File: src/hds_pkg.sv
// Shared types and constants for the 1D heat diffusion stencil.
package hds_pkg;

  localparam int TEMP_W     = 16;  // Q3.12 temperature
  localparam int COEFF_W    = 16;  // Q0.16 diffusion coefficient
  localparam int STEPS_W    = 10;
  localparam int SIZE_W     = 7;
  localparam int LAP_W      = TEMP_W + 2;
  localparam int PROD_W     = COEFF_W + 1 + LAP_W;
  localparam int FRAC_SHIFT = 16;
  localparam int RND_W      = LAP_W + 1;
  localparam int SUM_W      = RND_W + 1;
  localparam int RND_HALF   = 32768;
  localparam int TEMP_MAX   = 32767;
  localparam int TEMP_MIN   = -32768;
  localparam int MIN_CELLS  = 3;

  localparam int CFG_IDX_W  = 2;
  localparam int CFG_DATA_W = 16;

  localparam logic [CFG_IDX_W-1:0] CFG_COEFF = 2'd0;
  localparam logic [CFG_IDX_W-1:0] CFG_STEPS = 2'd1;
  localparam logic [CFG_IDX_W-1:0] CFG_CELLS = 2'd2;

  localparam logic [COEFF_W-1:0] COEFF_RST = 16'd13107;
  localparam logic [STEPS_W-1:0] STEPS_RST = 10'd100;
  localparam logic [SIZE_W-1:0]  CELLS_RST = 7'd64;

  typedef logic signed [TEMP_W-1:0] temp_t;
  typedef logic signed [LAP_W-1:0]  lap_t;
  typedef logic signed [PROD_W-1:0] prod_t;
  typedef logic signed [RND_W-1:0]  rnd_t;
  typedef logic signed [SUM_W-1:0]  sum_t;

  typedef enum logic [2:0] {
    ST_LOAD,
    ST_SWEEP,
    ST_DRAIN,
    ST_EDGE_HI,
    ST_EDGE_LO,
    ST_EMIT,
    ST_EMIT_WAIT
  } hds_state_t;

endpackage

File: src/hds_if.sv
// Handshake channels of the heat diffusion stencil: cell input, result output, config writes.
interface hds_cell_if;
  import hds_pkg::*;
  logic  valid;
  logic  ready;
  temp_t cell_temp;
  modport source (output valid, output cell_temp, input ready);
  modport sink   (input valid, input cell_temp, output ready);
endinterface

interface hds_result_if;
  import hds_pkg::*;
  logic  valid;
  logic  ready;
  temp_t result_temp;
  logic  last_cell;
  modport source (output valid, output result_temp, output last_cell, input ready);
  modport sink   (input valid, input result_temp, input last_cell, output ready);
endinterface

interface hds_cfg_if;
  import hds_pkg::*;
  logic                  valid;
  logic                  ready;
  logic [CFG_IDX_W-1:0]  index;
  logic [CFG_DATA_W-1:0] data;
  modport source (output valid, output index, output data, input ready);
  modport sink   (input valid, input index, input data, output ready);
endinterface

File: src/heat_diffusion_stencil_1d.sv
// 1D FTCS heat diffusion stencil: grid memory, sweep pipeline and result output.
// Loading takes one word per cycle; the grid of n cells starts once the n-th word is in.
// Each sweep streams the grid through the single memory read port; after step_count sweeps
// the n words go out at one per cycle while result_out.ready stays high.
// Reset clears control state and restores register defaults; grid memory is not cleared.
module heat_diffusion_stencil_1d #(
  parameter int GRID_CELLS = 64
) (
  input  logic                 clk,
  input  logic                 rst,
  hds_cell_if.sink             cell_in,
  hds_result_if.source         result_out,
  hds_cfg_if.sink              cfg
);
  import hds_pkg::*;

  localparam int IDX_W = $clog2(GRID_CELLS);
  localparam int CNT_W = $clog2(GRID_CELLS + 1);
  localparam int SZ_W  = (CNT_W > SIZE_W) ? CNT_W : SIZE_W;

  // configuration registers
  logic [COEFF_W-1:0] coeff;
  logic [STEPS_W-1:0] step_count;
  logic [SIZE_W-1:0]  cells_in_use;

  hds_state_t state, state_next;

  logic [IDX_W-1:0]   load_index;
  logic [IDX_W-1:0]   rd_addr;
  logic [IDX_W-1:0]   n_m1;
  logic [IDX_W-1:0]   n_m2;
  logic [STEPS_W-1:0] sweeps_left;

  // grid memory
  logic [TEMP_W-1:0] mem [GRID_CELLS];
  logic              mem_we;
  logic [IDX_W-1:0]  mem_wa;
  logic [TEMP_W-1:0] mem_wd;
  logic              mem_re;
  logic [IDX_W-1:0]  mem_ra;
  logic [TEMP_W-1:0] mem_q;

  // sweep pipeline
  logic             v1, v2, v3, v4;
  logic [IDX_W-1:0] tag1, wa2, wa3, wa4;
  temp_t            win_l, win_c;
  temp_t            ctr2, ctr3, ctr4;
  lap_t             lap2;
  prod_t            prod3;
  prod_t            prod_bias;
  rnd_t             rnd4;
  sum_t             sum4;
  temp_t            new_val;
  temp_t            first_r, last_r;

  // output side
  logic  pend, pend_last, pend_move, emit_issue;
  logic  out_valid, out_last;
  temp_t out_temp;

  logic            in_acc;
  logic            load_done;
  logic [SZ_W-1:0] size_raw, grid_n;

  assign cfg.ready = 1'b1;

  always_ff @(posedge clk) begin
    if (rst) begin
      coeff        <= COEFF_RST;
      step_count   <= STEPS_RST;
      cells_in_use <= CELLS_RST;
    end else if (cfg.valid) begin
      unique case (cfg.index)
        CFG_COEFF: coeff        <= cfg.data[COEFF_W-1:0];
        CFG_STEPS: step_count   <= cfg.data[STEPS_W-1:0];
        CFG_CELLS: cells_in_use <= cfg.data[SIZE_W-1:0];
        default: ;
      endcase
    end
  end

  // grid size in force, clamped to the usable range
  always_comb begin
    size_raw = SZ_W'(cells_in_use);
    if (size_raw < SZ_W'(MIN_CELLS))       grid_n = SZ_W'(MIN_CELLS);
    else if (size_raw > SZ_W'(GRID_CELLS)) grid_n = SZ_W'(GRID_CELLS);
    else                                   grid_n = size_raw;
  end

  assign in_acc    = cell_in.valid && cell_in.ready;
  assign load_done = (SZ_W'(load_index) + SZ_W'(1)) >= grid_n;
  assign pend_move = pend && (!out_valid || result_out.ready);

  // next state
  always_comb begin
    state_next = state;
    unique case (state)
      ST_LOAD: begin
        if (in_acc && load_done) state_next = (step_count == '0) ? ST_EMIT : ST_SWEEP;
      end
      ST_SWEEP: begin
        if (rd_addr == n_m1) state_next = ST_DRAIN;
      end
      ST_DRAIN: begin
        if (!(v1 || v2 || v3 || v4)) state_next = ST_EDGE_HI;
      end
      ST_EDGE_HI: state_next = ST_EDGE_LO;
      ST_EDGE_LO: begin
        state_next = (sweeps_left == STEPS_W'(1)) ? ST_EMIT : ST_SWEEP;
      end
      ST_EMIT: begin
        if (emit_issue && rd_addr == n_m1) state_next = ST_EMIT_WAIT;
      end
      ST_EMIT_WAIT: begin
        if (!pend) state_next = ST_LOAD;
      end
      default: state_next = ST_LOAD;
    endcase
  end

  // memory port and handshake controls
  always_comb begin
    cell_in.ready = (state == ST_LOAD);
    emit_issue    = (state == ST_EMIT) && (!pend || pend_move);
    mem_we        = 1'b0;
    mem_wa        = load_index;
    mem_wd        = cell_in.cell_temp;
    mem_re        = 1'b0;
    mem_ra        = rd_addr;
    unique case (state)
      ST_LOAD: mem_we = in_acc;
      ST_SWEEP, ST_DRAIN: begin
        mem_re = (state == ST_SWEEP);
        mem_we = v4;
        mem_wa = wa4;
        mem_wd = new_val;
      end
      ST_EDGE_HI: begin
        mem_we = 1'b1;
        mem_wa = n_m1;
        mem_wd = last_r;
      end
      ST_EDGE_LO: begin
        mem_we = 1'b1;
        mem_wa = '0;
        mem_wd = first_r;
      end
      ST_EMIT: mem_re = emit_issue;
      default: ;
    endcase
  end

  always_ff @(posedge clk) begin
    if (mem_we) mem[mem_wa] <= mem_wd;
    if (mem_re) mem_q <= mem[mem_ra];
  end

  always_ff @(posedge clk) begin
    if (rst) begin
      state       <= ST_LOAD;
      load_index  <= '0;
      rd_addr     <= '0;
      sweeps_left <= '0;
      n_m1        <= '0;
      n_m2        <= '0;
    end else begin
      state <= state_next;
      if (in_acc) begin
        if (load_done) begin
          load_index  <= '0;
          sweeps_left <= step_count;
          n_m1        <= IDX_W'(grid_n - SZ_W'(1));
          n_m2        <= IDX_W'(grid_n - SZ_W'(2));
        end else begin
          load_index <= load_index + IDX_W'(1);
        end
      end
      if (state == ST_EDGE_LO) sweeps_left <= sweeps_left - STEPS_W'(1);
      if (state == ST_SWEEP) begin
        rd_addr <= (rd_addr == n_m1) ? '0 : rd_addr + IDX_W'(1);
      end else if (state == ST_EMIT) begin
        if (emit_issue) rd_addr <= rd_addr + IDX_W'(1);
      end else begin
        rd_addr <= '0;
      end
    end
  end

  // sweep pipeline: window, Laplacian, multiply, round, add and saturate
  always_comb begin
    prod_bias = prod3 + (prod3[PROD_W-1] ? PROD_W'(RND_HALF - 1) : PROD_W'(RND_HALF));
    sum4      = SUM_W'(ctr4) + SUM_W'(rnd4);
    if (sum4 > SUM_W'(TEMP_MAX))      new_val = temp_t'(TEMP_MAX);
    else if (sum4 < SUM_W'(TEMP_MIN)) new_val = temp_t'(TEMP_MIN);
    else                              new_val = TEMP_W'(sum4);
  end

  always_ff @(posedge clk) begin
    if (rst) begin
      v1 <= 1'b0;
      v2 <= 1'b0;
      v3 <= 1'b0;
      v4 <= 1'b0;
    end else begin
      v1 <= (state == ST_SWEEP);
      v2 <= v1 && (tag1 > IDX_W'(1));
      v3 <= v2;
      v4 <= v3;
    end
  end

  always_ff @(posedge clk) begin
    tag1 <= rd_addr;
    if (v1) begin
      win_l <= win_c;
      win_c <= $signed(mem_q);
    end
    lap2  <= LAP_W'(win_l) - (LAP_W'(win_c) <<< 1) + LAP_W'($signed(mem_q));
    ctr2  <= win_c;
    wa2   <= tag1 - IDX_W'(1);
    prod3 <= PROD_W'($signed({1'b0, coeff})) * PROD_W'(lap2);
    ctr3  <= ctr2;
    wa3   <= wa2;
    rnd4  <= RND_W'(prod_bias >>> FRAC_SHIFT);
    ctr4  <= ctr3;
    wa4   <= wa3;
    // end cells copy their inner neighbors after the stream
    if (v4 && wa4 == IDX_W'(1)) first_r <= new_val;
    if (v4 && wa4 == n_m2)      last_r  <= new_val;
  end

  // read data waits in pend until the output word register is free
  always_ff @(posedge clk) begin
    if (rst) begin
      pend      <= 1'b0;
      out_valid <= 1'b0;
    end else begin
      pend <= emit_issue || (pend && !pend_move);
      if (pend_move)             out_valid <= 1'b1;
      else if (result_out.ready) out_valid <= 1'b0;
    end
  end

  always_ff @(posedge clk) begin
    if (emit_issue) pend_last <= (rd_addr == n_m1);
    if (pend_move) begin
      out_temp <= $signed(mem_q);
      out_last <= pend_last;
    end
  end

  assign result_out.valid       = out_valid;
  assign result_out.result_temp = out_temp;
  assign result_out.last_cell   = out_last;

`ifndef SYNTHESIS
  a_idle_pipe: assert property (@(posedge clk) disable iff (rst)
    (state == ST_LOAD || state == ST_EDGE_HI) |-> !(v1 || v2 || v3 || v4))
    else $error("sweep pipeline busy outside a sweep");

  a_inner_write: assert property (@(posedge clk) disable iff (rst)
    v4 |-> (wa4 != '0) && (wa4 < n_m1))
    else $error("sweep wrote an end cell");

  a_pend_emit: assert property (@(posedge clk) disable iff (rst)
    pend |-> (state == ST_EMIT || state == ST_EMIT_WAIT))
    else $error("output read pending outside emission");
`endif

endmodule

File: src/flat_wrapper.sv
// flat-port wrapper written by rule: the top's interface ports become plain ports
module heat_diffusion_stencil_1d_flat import hds_pkg::*;
#(
  parameter int GRID_CELLS = 64
)
  (clk, rst, cell_in_valid, cell_in_cell_temp, cell_in_ready, result_out_valid, result_out_result_temp, result_out_last_cell, result_out_ready, cfg_valid, cfg_index, cfg_data, cfg_ready);
  hds_cell_if cell_in_i ();
  hds_result_if result_out_i ();
  hds_cfg_if cfg_i ();
  input  logic clk;
  input  logic rst;
  input wire logic [$bits(cell_in_i.valid)-1:0] cell_in_valid;
  input wire logic [$bits(cell_in_i.cell_temp)-1:0] cell_in_cell_temp;
  output wire logic [$bits(cell_in_i.ready)-1:0] cell_in_ready;
  output wire logic [$bits(result_out_i.valid)-1:0] result_out_valid;
  output wire logic [$bits(result_out_i.result_temp)-1:0] result_out_result_temp;
  output wire logic [$bits(result_out_i.last_cell)-1:0] result_out_last_cell;
  input wire logic [$bits(result_out_i.ready)-1:0] result_out_ready;
  input wire logic [$bits(cfg_i.valid)-1:0] cfg_valid;
  input wire logic [$bits(cfg_i.index)-1:0] cfg_index;
  input wire logic [$bits(cfg_i.data)-1:0] cfg_data;
  output wire logic [$bits(cfg_i.ready)-1:0] cfg_ready;
  assign cell_in_i.valid = cell_in_valid;
  assign cell_in_i.cell_temp = cell_in_cell_temp;
  assign cell_in_ready = cell_in_i.ready;
  assign result_out_valid = result_out_i.valid;
  assign result_out_result_temp = result_out_i.result_temp;
  assign result_out_last_cell = result_out_i.last_cell;
  assign result_out_i.ready = result_out_ready;
  assign cfg_i.valid = cfg_valid;
  assign cfg_i.index = cfg_index;
  assign cfg_i.data = cfg_data;
  assign cfg_ready = cfg_i.ready;
  heat_diffusion_stencil_1d #(.GRID_CELLS(GRID_CELLS)) u_core (.clk(clk), .rst(rst), .cell_in(cell_in_i), .result_out(result_out_i), .cfg(cfg_i));
endmodule
File: config.mk
export PLATFORM = sky130hd
export DESIGN_NAME = heat_diffusion_stencil_1d_flat
export DESIGN_NICKNAME = d
export VERILOG_FILES = /design/src/hds_pkg.sv /design/src/hds_if.sv /design/src/heat_diffusion_stencil_1d.sv /design/src/flat_wrapper.sv
export SDC_FILE = /design/constraint.sdc
export NUM_CORES = 2
export LEC_CHECK = 0
export BUFFER_PORTS_ARGS = -buffer_cell sky130_fd_sc_hd__buf_2
export CAP_MARGIN = 20
export CORE_MARGIN = 2
export CORE_UTILIZATION = 59
export CTS_BUF_LIST = sky130_fd_sc_hd__clkbuf_4
export DETAILED_ROUTE_END_ITERATION = 6
export GPL_ROUTABILITY_DRIVEN = 0
export GPL_TIMING_DRIVEN = 0
export PLACE_DENSITY = 0.89
export SYNTH_ARGS = -nofsm -noshare
export SYNTH_HDL_FRONTEND = slang
export SYNTH_SLANG_ARGS = --single-unit
export TNS_END_PERCENT = 10
File: constraint.sdc
create_clock -name clk -period 7 [get_ports clk]
set_input_delay 0.7 -clock clk [delete_from_list [all_inputs] [get_ports clk]]
set_output_delay 0.7 -clock clk [all_outputs]
set_load 0.05 [all_outputs]
==> flow_metrics.env <==
export IMPL_synth_most_common_cell="edfxtp_1"
export IMPL_worstMarginPinSlew_ns=1.38
export IMPL_clk_latency_ns=1.28
export IMPL_syn_area_per_cell_um2=15.6
export IMPL_fin_crit_ns=6.79
export IMPL_synth_top_area_cell="edfxtp_1"
export IMPL_yosys_top_cells_area="edfxtp_1 (53%), mux4_2 (12%), fa_1 (9.8%)"
export IMPL_worstSetupEndpointType="register"
export IMPL_syn2layout_area_growth_pct=12.6
export IMPL_syn_inst=4062
export IMPL_nets=5046
export IMPL_fin_worst_skew_ns=0.208
export IMPL_hold_viol_final=0
export IMPL_ys_seq_elements=1342
export IMPL_ant_nets=0
export IMPL_grt_pass1_wl_um=273000
export IMPL_clkSinkCount=1342
export IMPL_max_cap_viol_count=0
export IMPL_cts_buffer_depth=4
export IMPL_synth_area_um2=63400
export IMPL_path_class="reg -> reg"
export IMPL_finalCritPeriodShare_pct=97.0
export IMPL_die_height_um=332
export IMPL_num_rows=120
export IMPL_numPortBuffers=56
export IMPL_path_max_fanout=10
export IMPL_avgRoutedWirePerCell_um=32.8
export IMPL_cp_arrival_ns=7.78
export IMPL_cp_start_kind="register"
export IMPL_ios=59
export IMPL_finalMaxSlewViolations=0
export IMPL_drive_gt1_share_pct=24.0
export IMPL_via_per_inst=6.82
export IMPL_antenna_found_initial=33
export IMPL_grt_max_degree=61
export IMPL_required_ns=7.99
export IMPL_synthArstFlopShare_pct=0
export IMPL_status="finished, violations left"
export IMPL_grt_usage_pct=34.3
export IMPL_first_iter_violations=7044
export IMPL_hp_class="in -> reg"
export IMPL_htree_levels=5
export IMPL_fin_ws_ns=0.209
export IMPL_ys_flop_type="edfxtp_1"
export IMPL_cts_tree="done"
export IMPL_final_setup_viol_count=0
export IMPL_synth_edf_count=1122
export IMPL_synth_top_area_share_pct=53.1
export IMPL_die_w_um=332
export IMPL_seq_area_um2=38200
export IMPL_multi_input_area_um2=23200
export IMPL_die_area_um2=110000
export IMPL_vias=42243
export IMPL_synthTopCellsByCount="edfxtp_1 (1122), inv_1 (466), nand2_1 (346)"
export IMPL_start_util_pct=59.4
export IMPL_post_place_ws_ns=-0.711
export IMPL_slew_headroom_pct=8.29
export IMPL_root_buffer="clkbuf_4"
export IMPL_max_freq_mhz=147
export IMPL_dr_pass1_iters=7
export IMPL_ys_warn_count=0
export IMPL_fill_cells=6433
export IMPL_synth_nets=4567
export IMPL_routed_wl_um=203000
export IMPL_violations="design-rule violations"
export IMPL_grt_ovfl_total=0
export IMPL_core_um2=107000
export IMPL_synth_cell_types=80
export IMPL_hpwl_um=124000
export IMPL_cts_made_buffers=335
export IMPL_clk_pin_slew_worst_paths_ns=0.08
export IMPL_first_global_vias=41790
export IMPL_drc=549
export IMPL_seq_area_frac_synth_pct=60.1
worst max-delay path, cell delays in order (launching register included):
cell and delay [ns]:
dfxtp_4 0.43, clkbuf_8 0.21, nand2_1 0.09, fa_1 0.55
inv_1 0.06, fa_1 0.49, inv_1 0.06, fa_1 0.52
inv_1 0.05, fa_1 0.48, fa_1 0.52, inv_1 0.06
fa_1 0.49, inv_1 0.05, ha_2 0.29, and3_4 0.21
and3_1 0.21, a32oi_2 0.24, o21ai_4 0.14, o41ai_4 0.33
o21ai_2 0.12, o41a_1 0.36, a311o_1 0.38, a21oi_2 0.15
xnor2_1 0.13
sequential cells by signal (all words and copies together) (netlist names), 7 cells and up:
signal and count:
u_core.mem 1024, u_core.prod3 35, u_core.rnd4 19, u_core.lap2 18, u_core.coeff 16, u_core.ctr2 16, u_core.ctr3 16, u_core.ctr4 16
u_core.first_r 16, u_core.last_r 16, u_core.mem_q 16, u_core.result_out.result_temp 16, u_core.win_c 16, u_core.win_l 16, u_core.step_count 10, u_core.sweeps_left 10
u_core.cells_in_use 7
final cells by class:
| type | count | area share, % |
|---|---|---|
| well taps | 1403 | 2.46 |
| clock inverters | 77 | 0.557 |
| diodes | 26 | 0.0911 |
| clock buffers | 481 | 5.06 |
| multi-input cells | 2081 | 32.5 |
| repair buffers | 153 | 2.41 |
| inverters | 467 | 2.46 |
| flip-flops and latches | 1342 | 53.5 |
| plain buffers | 161 | 1.02 |
per-layer routing:
layer	up-vias	share of wire (%)	track usage, %
li1	15842	-	-
met1	20354	29	40.3
met2	4562	46	53.1
met3	1451	14	10.7
met4	34	11	26.4
met5	-	0.12	0
placed cells by master (no fill, tap or decap), drive strengths merged, types with 20 or more instances in the layout:
cell	n
edfxtp	1122
clkbuf	600
inv	472
nand2	346
mux4	336
fa	310
dfxtp	220
nor2	187
buf	175
ha	156
and2	124
a21oi	100
xnor2	84
clkinv	67
o21ai	65
a21o	38
xor2	32
nand3	28
nor3	27
diode	26
and3	24
dlygate4sd3	20
logic make-up after synthesis:
group	Yosys count	share of synthesized area, %
AOI/OAI and AO/OA	324	3.48
xor gates and xnor gates	116	1.60
adders and majority gates	466	12.9
buffers and inverters	639	3.81
DFF	1342	60.1
muxes	348	12.1
other	1	0.00591
and+or+nand+nor	826	6.02
through the flow:
step / utilization, % / cells / setup TNS (ns) / cell area [µm²] / hold WS [ns]
after CTS: 66.5 / 6149 / -0.0146 / 71000 / 0.0122
after global routing: 66.8 / 6174 / -0.0216 / 71400 / 0.0523
after floorplan: - / 4062 / 0 / 63400 / 0.310
after detailed placement: 62.5 / 5581 / -2.76 / 66700 / 0.312
final: 66.9 / 6191 / 0 / 71400 / 0.111
after global placement: 61.3 / 5521 / -2.66 / 65400 / 0.310
worst paths after layout:
kind	startpoint	endpoint	slack, ns	depth (start not counted)
max	u_core.lap2[7]	u_core.prod3[32]	0.21	24
min	cell_in_valid	u_core.state[0]	0.11	4
max reg2reg	u_core.lap2[7]	u_core.prod3[32]	0.21	24
min reg2reg	u_core.ctr3[3]	u_core.ctr4[3]	0.29	0
repair_timing:
item	in CTS	in global routing
setup buffers	0	1
endpoints found under the hold margin	33	0
setup endpoints to repair	9	5
hold buffers	20	0
resized for setup	66	66
pin swaps	0	3
Power is left out: the tool's default activity adds up to more than one toggle a clock period on the data nets, which glitch-free logic cannot reach.
